[config.mk]
export PLATFORM = sky130hd
export DESIGN_NAME = sliding_window_sender_tracker
export DESIGN_NICKNAME = d
export VERILOG_FILES = /design/src/rtl/swst_pkg.sv /design/src/rtl/swst_stamp_ram.sv /design/src/rtl/sliding_window_sender_tracker.sv
export SDC_FILE = /design/constraint.sdc
export NUM_CORES = 1
export LEC_CHECK = 0
export ABC_AREA = 1
export BUFFER_PORTS_ARGS = -buffer_cell sky130_fd_sc_hd__buf_2
export CORE_ASPECT_RATIO = 1.25
export CORE_UTILIZATION = 65
export DETAILED_ROUTE_END_ITERATION = 12
export PLACE_DENSITY_LB_ADDON = 0.25
export SLEW_MARGIN = 20
export SYNTH_ARGS = -nofsm -noshare
export SYNTH_HDL_FRONTEND = slang
export SYNTH_HIERARCHICAL = 1
export SYNTH_SLANG_ARGS = --single-unit
[constraint.sdc]
create_clock -name clk -period 19.4 [get_ports clk]
set_input_delay 0.97 -clock clk [delete_from_list [all_inputs] [get_ports clk]]
set_output_delay 0.97 -clock clk [all_outputs]
set_load 0.02 [all_outputs]
[src/rtl/swst_pkg.sv]
package swst_pkg;

    // width of a send time stamp and of a sequence number
    localparam int STAMP_W = 32;
    localparam int SEQ_W = 32;

    localparam int WINDOW_DEPTH_DEFAULT = 32;

    localparam int LIMIT_W = 6;
    localparam int TIMEOUT_W = 16;
    localparam int CFG_DATA_W = 32;
    localparam int CFG_INDEX_W = 2;

    localparam logic [LIMIT_W-1:0] LIMIT_RESET = 6'd20;
    localparam logic [TIMEOUT_W-1:0] TIMEOUT_RESET = 16'd2000;
    localparam logic [SEQ_W-1:0] FIRST_SEQ_RESET = 32'd1;

    typedef enum logic [1:0] {
        REQ_SEND  = 2'd0,
        REQ_ACK   = 2'd1,
        REQ_TICK  = 2'd2,
        REQ_SPARE = 2'd3
    } req_code_t;

    // configuration register indexes
    localparam logic [CFG_INDEX_W-1:0] CFG_WINDOW_LIMIT = 2'd0;
    localparam logic [CFG_INDEX_W-1:0] CFG_TIMEOUT = 2'd1;
    localparam logic [CFG_INDEX_W-1:0] CFG_FIRST_SEQ = 2'd2;
    localparam logic [CFG_INDEX_W-1:0] CFG_SPARE = 2'd3;

endpackage

[src/rtl/swst_stamp_ram.sv]
module swst_stamp_ram #(
    parameter int DEPTH = swst_pkg::WINDOW_DEPTH_DEFAULT,
    parameter int ADDR_W = $clog2(DEPTH)
) (
    input  logic                          clk,
    input  logic                          we,
    input  logic [ADDR_W-1:0]             waddr,
    input  logic [swst_pkg::STAMP_W-1:0]  wdata,
    input  logic [ADDR_W-1:0]             raddr,
    output logic [swst_pkg::STAMP_W-1:0]  rdata
);

    logic [swst_pkg::STAMP_W-1:0] mem [DEPTH];
    logic [swst_pkg::STAMP_W-1:0] rdata_reg;

    always_ff @(posedge clk)
    begin
        if (we)
        begin
            mem[waddr] <= wdata;
        end
    end

    // write-first: a stamp written this cycle at the read address is seen next cycle
    always_ff @(posedge clk)
    begin
        if (we && (waddr == raddr))
        begin
            rdata_reg <= wdata;
        end
        else
        begin
            rdata_reg <= mem[raddr];
        end
    end

    assign rdata = rdata_reg;

endmodule

[src/rtl/sliding_window_sender_tracker.sv]
// channel   direction  handshake                  payload
// request   in         start & !busy              req_type, ack_number, ack_valid
// result    out        done (one cycle strobe)    send_accepted, assigned_sequence,
//                                                 retransmit, retransmit_sequence,
//                                                 freed_count, outstanding
// config    in         cfg_write                  cfg_index, cfg_data
//
// one request per cycle; its result strobes done after the input register and the result register
// busy is always low: the window state is updated in a single registered pass
// the stamp ram is read at the next head slot every cycle, so the oldest stamp
// is ready in a register when the following tick arrives
// rst_n clears the window state and loads the register reset values; no clearing pass
// the receiver cannot stall: each result is on the ports for exactly one cycle
module sliding_window_sender_tracker #(
    parameter int WINDOW_DEPTH = swst_pkg::WINDOW_DEPTH_DEFAULT,
    parameter int CNT_W = $clog2(WINDOW_DEPTH + 1)
) (
    input  logic                              clk,
    input  logic                              rst_n,

    input  logic                              start,
    output logic                              busy,
    input  logic [1:0]                        req_type,
    input  logic [swst_pkg::SEQ_W-1:0]        ack_number,
    input  logic                              ack_valid,

    output logic                              done,
    output logic                              send_accepted,
    output logic [swst_pkg::SEQ_W-1:0]        assigned_sequence,
    output logic                              retransmit,
    output logic [swst_pkg::SEQ_W-1:0]        retransmit_sequence,
    output logic [CNT_W-1:0]                  freed_count,
    output logic [CNT_W-1:0]                  outstanding,

    input  logic                              cfg_write,
    input  logic [swst_pkg::CFG_INDEX_W-1:0]  cfg_index,
    input  logic [swst_pkg::CFG_DATA_W-1:0]   cfg_data
);

    localparam int SLOT_W = $clog2(WINDOW_DEPTH);
    localparam int SUM_W = CNT_W + 1;
    localparam int LIM_W = (CNT_W > swst_pkg::LIMIT_W) ? CNT_W : swst_pkg::LIMIT_W;
    localparam int SEQ_W = swst_pkg::SEQ_W;

    // configuration
    logic [swst_pkg::LIMIT_W-1:0]   window_limit_reg;
    logic [swst_pkg::TIMEOUT_W-1:0] timeout_reg;
    logic [SEQ_W-1:0]               first_seq_reg;

    // input register
    logic                           in_valid_reg;
    logic [1:0]                     req_reg;
    logic [SEQ_W-1:0]               ack_number_reg;
    logic                           ack_valid_reg;

    // window state
    logic [SLOT_W-1:0]              head_reg, head_next;
    logic [CNT_W-1:0]               in_flight_reg, in_flight_next;
    logic [SEQ_W-1:0]               oldest_reg, oldest_next;
    logic [swst_pkg::STAMP_W-1:0]   time_reg, time_next;

    // result register
    logic                           done_reg;
    logic                           accepted_reg, accepted_next;
    logic [SEQ_W-1:0]               assigned_reg, assigned_next;
    logic                           resend_reg, resend_next;
    logic [SEQ_W-1:0]               resend_seq_reg, resend_seq_next;
    logic [CNT_W-1:0]               freed_reg, freed_next;
    logic [CNT_W-1:0]               outstanding_reg;

    // stamp ram ports
    logic                           ram_we;
    logic [SLOT_W-1:0]              ram_waddr;
    logic [swst_pkg::STAMP_W-1:0]   ram_wdata;
    logic [swst_pkg::STAMP_W-1:0]   head_stamp;

    logic [LIM_W-1:0]               limit_eff;
    logic [SEQ_W-1:0]               ack_diff;
    logic [swst_pkg::STAMP_W-1:0]   age;

    function automatic logic [SLOT_W-1:0] ring_add(
        input logic [SLOT_W-1:0] base,
        input logic [CNT_W-1:0]  offset
    );
        logic [SUM_W-1:0] sum;
        sum = SUM_W'(base) + SUM_W'(offset);
        if (sum >= SUM_W'(WINDOW_DEPTH))
        begin
            sum = sum - SUM_W'(WINDOW_DEPTH);
        end
        return sum[SLOT_W-1:0];
    endfunction

    assign busy = 1'b0;

    // window limit saturates at the ring depth
    always_comb
    begin
        if (LIM_W'(window_limit_reg) > LIM_W'(WINDOW_DEPTH))
        begin
            limit_eff = LIM_W'(WINDOW_DEPTH);
        end
        else
        begin
            limit_eff = LIM_W'(window_limit_reg);
        end
    end

    assign ack_diff = ack_number_reg - oldest_reg;
    assign age = time_reg + swst_pkg::STAMP_W'(1) - head_stamp;

    always_comb
    begin
        head_next = head_reg;
        in_flight_next = in_flight_reg;
        oldest_next = oldest_reg;
        time_next = time_reg;
        accepted_next = 1'b0;
        assigned_next = '0;
        resend_next = 1'b0;
        resend_seq_next = '0;
        freed_next = '0;
        ram_we = 1'b0;
        ram_waddr = ring_add(head_reg, in_flight_reg);
        ram_wdata = time_reg;

        if (in_valid_reg)
        begin
            case (req_reg)
                swst_pkg::REQ_SEND:
                begin
                    if (LIM_W'(in_flight_reg) < limit_eff)
                    begin
                        accepted_next = 1'b1;
                        assigned_next = oldest_reg + SEQ_W'(in_flight_reg);
                        ram_we = 1'b1;
                        in_flight_next = in_flight_reg + CNT_W'(1);
                    end
                end
                swst_pkg::REQ_ACK:
                begin
                    if (ack_valid_reg && (in_flight_reg != '0)
                        && (ack_number_reg >= oldest_reg))
                    begin
                        if (ack_diff >= SEQ_W'(in_flight_reg))
                        begin
                            freed_next = in_flight_reg;
                        end
                        else
                        begin
                            freed_next = ack_diff[CNT_W-1:0] + CNT_W'(1);
                        end
                        head_next = ring_add(head_reg, freed_next);
                        oldest_next = oldest_reg + SEQ_W'(freed_next);
                        in_flight_next = in_flight_reg - freed_next;
                    end
                end
                swst_pkg::REQ_TICK:
                begin
                    time_next = time_reg + 32'd1;
                    if ((in_flight_reg != '0)
                        && (age > swst_pkg::STAMP_W'(timeout_reg)))
                    begin
                        resend_next = 1'b1;
                        resend_seq_next = oldest_reg;
                        ram_we = 1'b1;
                        ram_waddr = head_reg;
                        ram_wdata = time_next;
                    end
                end
                default:
                begin
                    // unused code: state holds, only outstanding is reported
                end
            endcase
        end

        // numbering restarts only on an empty window
        if (cfg_write && (cfg_index == swst_pkg::CFG_FIRST_SEQ)
            && (in_flight_reg == '0))
        begin
            oldest_next = cfg_data[SEQ_W-1:0];
        end
    end

    swst_stamp_ram #(
        .DEPTH  (WINDOW_DEPTH),
        .ADDR_W (SLOT_W)
    ) u_stamp_ram (
        .clk   (clk),
        .we    (ram_we),
        .waddr (ram_waddr),
        .wdata (ram_wdata),
        .raddr (head_next),
        .rdata (head_stamp)
    );

    always_ff @(posedge clk or negedge rst_n)
    begin
        if (!rst_n)
        begin
            in_valid_reg <= 1'b0;
            done_reg <= 1'b0;
            window_limit_reg <= swst_pkg::LIMIT_RESET;
            timeout_reg <= swst_pkg::TIMEOUT_RESET;
            first_seq_reg <= swst_pkg::FIRST_SEQ_RESET;
            head_reg <= '0;
            in_flight_reg <= '0;
            oldest_reg <= swst_pkg::FIRST_SEQ_RESET;
            time_reg <= '0;
        end
        else
        begin
            in_valid_reg <= start;
            done_reg <= in_valid_reg;
            head_reg <= head_next;
            in_flight_reg <= in_flight_next;
            oldest_reg <= oldest_next;
            time_reg <= time_next;

            if (cfg_write)
            begin
                case (cfg_index)
                    swst_pkg::CFG_WINDOW_LIMIT:
                    begin
                        window_limit_reg <= cfg_data[swst_pkg::LIMIT_W-1:0];
                    end
                    swst_pkg::CFG_TIMEOUT:
                    begin
                        timeout_reg <= cfg_data[swst_pkg::TIMEOUT_W-1:0];
                    end
                    swst_pkg::CFG_FIRST_SEQ:
                    begin
                        first_seq_reg <= cfg_data[SEQ_W-1:0];
                    end
                    default:
                    begin
                    end
                endcase
            end
        end
    end

    always_ff @(posedge clk)
    begin
        if (start)
        begin
            req_reg <= req_type;
            ack_number_reg <= ack_number;
            ack_valid_reg <= ack_valid;
        end
        accepted_reg <= accepted_next;
        assigned_reg <= assigned_next;
        resend_reg <= resend_next;
        resend_seq_reg <= resend_seq_next;
        freed_reg <= freed_next;
        outstanding_reg <= in_flight_next;
    end

    assign done = done_reg;
    assign send_accepted = accepted_reg;
    assign assigned_sequence = assigned_reg;
    assign retransmit = resend_reg;
    assign retransmit_sequence = resend_seq_reg;
    assign freed_count = freed_reg;
    assign outstanding = outstanding_reg;

endmodule

==> metrics.txt <==
status=finished clean; FP Rows=121; Hold Violations, Final=0; detailed-route wire length per cell=22.40 um; Initial Util=65.94%; relative slew slack=23.89%; Yosys warning total=6; syn nets=6026; leading area contributor after synthesis=edfxtp_1; cts bufs inserted=112; Pins Over Slew Limit=0; core box area=0.08736 sq mm; Post-route DRC=0; Cell Pwr Density=148.7 mW/mm^2; Post-synth top flop=edfxtp_1; area delta synth->final=9.204%; Fillers=6272; antenna-violating nets left=0; Storage cell area=0.03597 sq mm; global-route wire length before repair=241700 um; Final period util=50.62%; top post-synthesis cells by area=edfxtp_1 55%, nand2_1 14%, nand3_1 7.9%; HPWL after detailed placement=99650 um; PortBufs=151; largest net degree at the start of global routing=188; critical path fanouts, max=89; Synth top area share=55.21%; via count=43664; Min-Delay Path Class=in -> async; Die Span X=268.3 um; Post-Synthesis Cells=5830; # nets final=6114; number of enable flip-flop cells after synthesis=1059; TNS Setup=0 ns; initial antenna violation count=3; CTS HTree Levels=3; Max stage delay on crit path=0.87 ns; Adder-Cell Fraction of Synth Area=2.763%; CTS tree=built; PostCTS Resize Cnt=0; post-synthesis cell type count=61; Post-Route WL=160900 um; Multi-input gate area=0.01878 sq mm; later-pin clock latency in the skew report=0.71 ns; Critical Path End=u_stamp_ram/mem[8][11]$_DFFE_PP_; Reg clk slew, reported paths=0.07 ns; crit path time final=9.821 ns; vias in the first global route=41652; pre-CTS setup slack=9.875 ns; clock sink count=1241; worst-case reg-to-reg path depth=34; setup repair after global routing missed its margin=false; CP most frequent cell=nand2_1; setup violators final=0; ys async rst share=7.977%; final setup skew=0.03963 ns; PnR worst setup slack=9.579 ns; CP Class=reg -> reg; setup bufs post-CTS=0; register bank with the most flops=u_stamp_ram/mem; io pins=153; CTS Buffer Depth=3; FF-to-FF setup slack=9.58 ns; post-cts hold buffer count=0; critical path's slowest cell=nor2_4; Leakage=25.83 nW; layout cells sized above 1=8.465%; Root Driver=clkbuf_16; die height=334.8 um; critical path data required time=19.77 ns; Overall Global Routing Usage=35.85%; syn_area_per_cell=9.880 sq um; CP Launch Type=flip-flop; Placer Congestion=0.9888; Seq/Total Area, Yosys=62.42%; Max IR drop VDD=107.3 uV; total congestion overflow=0; main combinational cell family by area after synthesis=simple AND/OR/NAND/NOR gates; Synth Area in Compound Gates=3.072%; proportion of synthesized area in mux cells=0%; n_diodes=0; die area=0.08982 sq mm; max reg flops=1024; Post-Syn Area=0.05760 sq mm; CP arrival=10.19 ns; first drt pass iteration count=8; crit end category=flip-flop; max_cap viols=0; Worst R2R End=u_stamp_ram/mem[8][11]$_DFFE_PP_; Avg Vias per Cell=6.080; Worst-Margin Slew=1.139 ns; Yosys reg bits=1241; Synth Area in XOR/XNOR=1.201%; Post-Synth Simple-Gate Area=24.95%; f_max=101.8 MHz; Iter 0 DRT Violations=5074
[cells in the final DEF, fill, tap and decap left out, types with 13 or more instances in the layout]
cell	n
clkbuf_1	19
nor3_1	31
xor2_1	57
o21ai_0	108
inv_1	376
dfxtp_1	78
o21ai_2	15
clkbuf_16	114
a21oi_1	127
nor2_1	207
nand3_1	906
ha_1	116
bufinv_16	13
clkinv_1	25
dfrtp_1	90
nor2_4	33
edfxtp_1	1059
nand3b_1	14
buf_2	150
buf_4	74
clkinv_2	21
xnor2_1	22
nand2_1	2135
nand4_1	41
nor4_1	13
[critical path: cells and delay by family (launching register included)]
| kind | cells | cell delay [ns] |
|---|---|---|
| AO/OA/AOI/OAI | 8 | 1.58 |
| XOR/XNOR | 1 | 0.17 |
| adder cells (fa/ha/maj) | 2 | 0.65 |
| buffers and inverters | 6 | 2.82 |
| flip-flops | 1 | 0.72 |
| AND/OR/NAND/NOR | 17 | 3.31 |
[metal layers]
layer / vias up / global-route usage, % / share of wire (%)
met5: - / 0 / 0.0093
met4: 2 / 15.21 / 4.4
met3: 439 / 5.192 / 9.7
met2: 2582 / 59.76 / 49
met1: 20780 / 47.04 / 37
li1: 19861 / - / -
[metrics by stage]
stage	instance area, sq um	total power [W]	util (%)	hold WS, ns	instances
3_5_place_dp	59070	0.007047	67.62	0.4799	6969
6_report	62900	0.009353	72.01	0.2298	7181
4_1_cts	62790	0.009285	71.88	0.2154	7178
3_3_place_gp	58960	0.006997	67.50	0.4686	6964
2_1_floorplan	57600	0.005969	-	0.4511	5830
5_1_grt	62900	0.009850	72.01	0.2460	7181
[synth_stat cells (57+ instances only)]
master    instances
xor2_1           57
nor2_1          239
inv_1           377
dfxtp_1          83
nand2_1        2139
ha_1            116
buf_2            89
nand3_1         907
buf_6            69
a21oi_1         127
o21ai_0         121
dfrtp_1          90
edfxtp_1       1059
[worst min path at each step]
stage | start | endpoint | slack, ns | cells past startpoint
2_1_floorplan | in_valid_reg$_DFF_PN0_ | done$_DFF_PN0_ | 0.45 | 0
3_3_place_gp | timeout_reg[3]$_DFFE_PN0P_ | timeout_reg[3]$_DFFE_PN0P_ | 0.47 | 2
3_5_place_dp | timeout_reg[0]$_DFFE_PN0P_ | timeout_reg[0]$_DFFE_PN0P_ | 0.48 | 2
4_1_cts | rst_n | oldest_reg[16]$_DFFE_PN0P_ | 0.22 | 1
5_1_grt | rst_n | oldest_reg[16]$_DFFE_PN0P_ | 0.25 | 1
6_report | rst_n | oldest_reg[16]$_DFFE_PN0P_ | 0.23 | 1
[logic make-up after synthesis]
family                     Yosys count
DFF                               1241
adders and majority gates          123
other                                1
and+or+nand+nor                   3421
AOI/OAI and AO/OA                  320
buffers and inverters              645
xor gates and xnor gates            79
[report_power, final]
group / internal (W) / switching [W]
Combinational: 0.00110 / 0.00276
Sequential: 0.00309 / 0.000164
Clock: 0.00126 / 0.000988
Total: 0.00545 / 0.00391
[layout make-up]
| class | instances | share of cell area, % |
|---|---|---|
| tap | 1168 | 2.323 |
| clock inverter | 75 | 1.235 |
| timing repair buffer | 233 | 2.387 |
| clock buffer | 134 | 4.671 |
| inverter | 386 | 2.345 |
| multi-input combinational | 3944 | 29.86 |
| sequential | 1241 | 57.18 |
(Power assumes the default switching activity.)
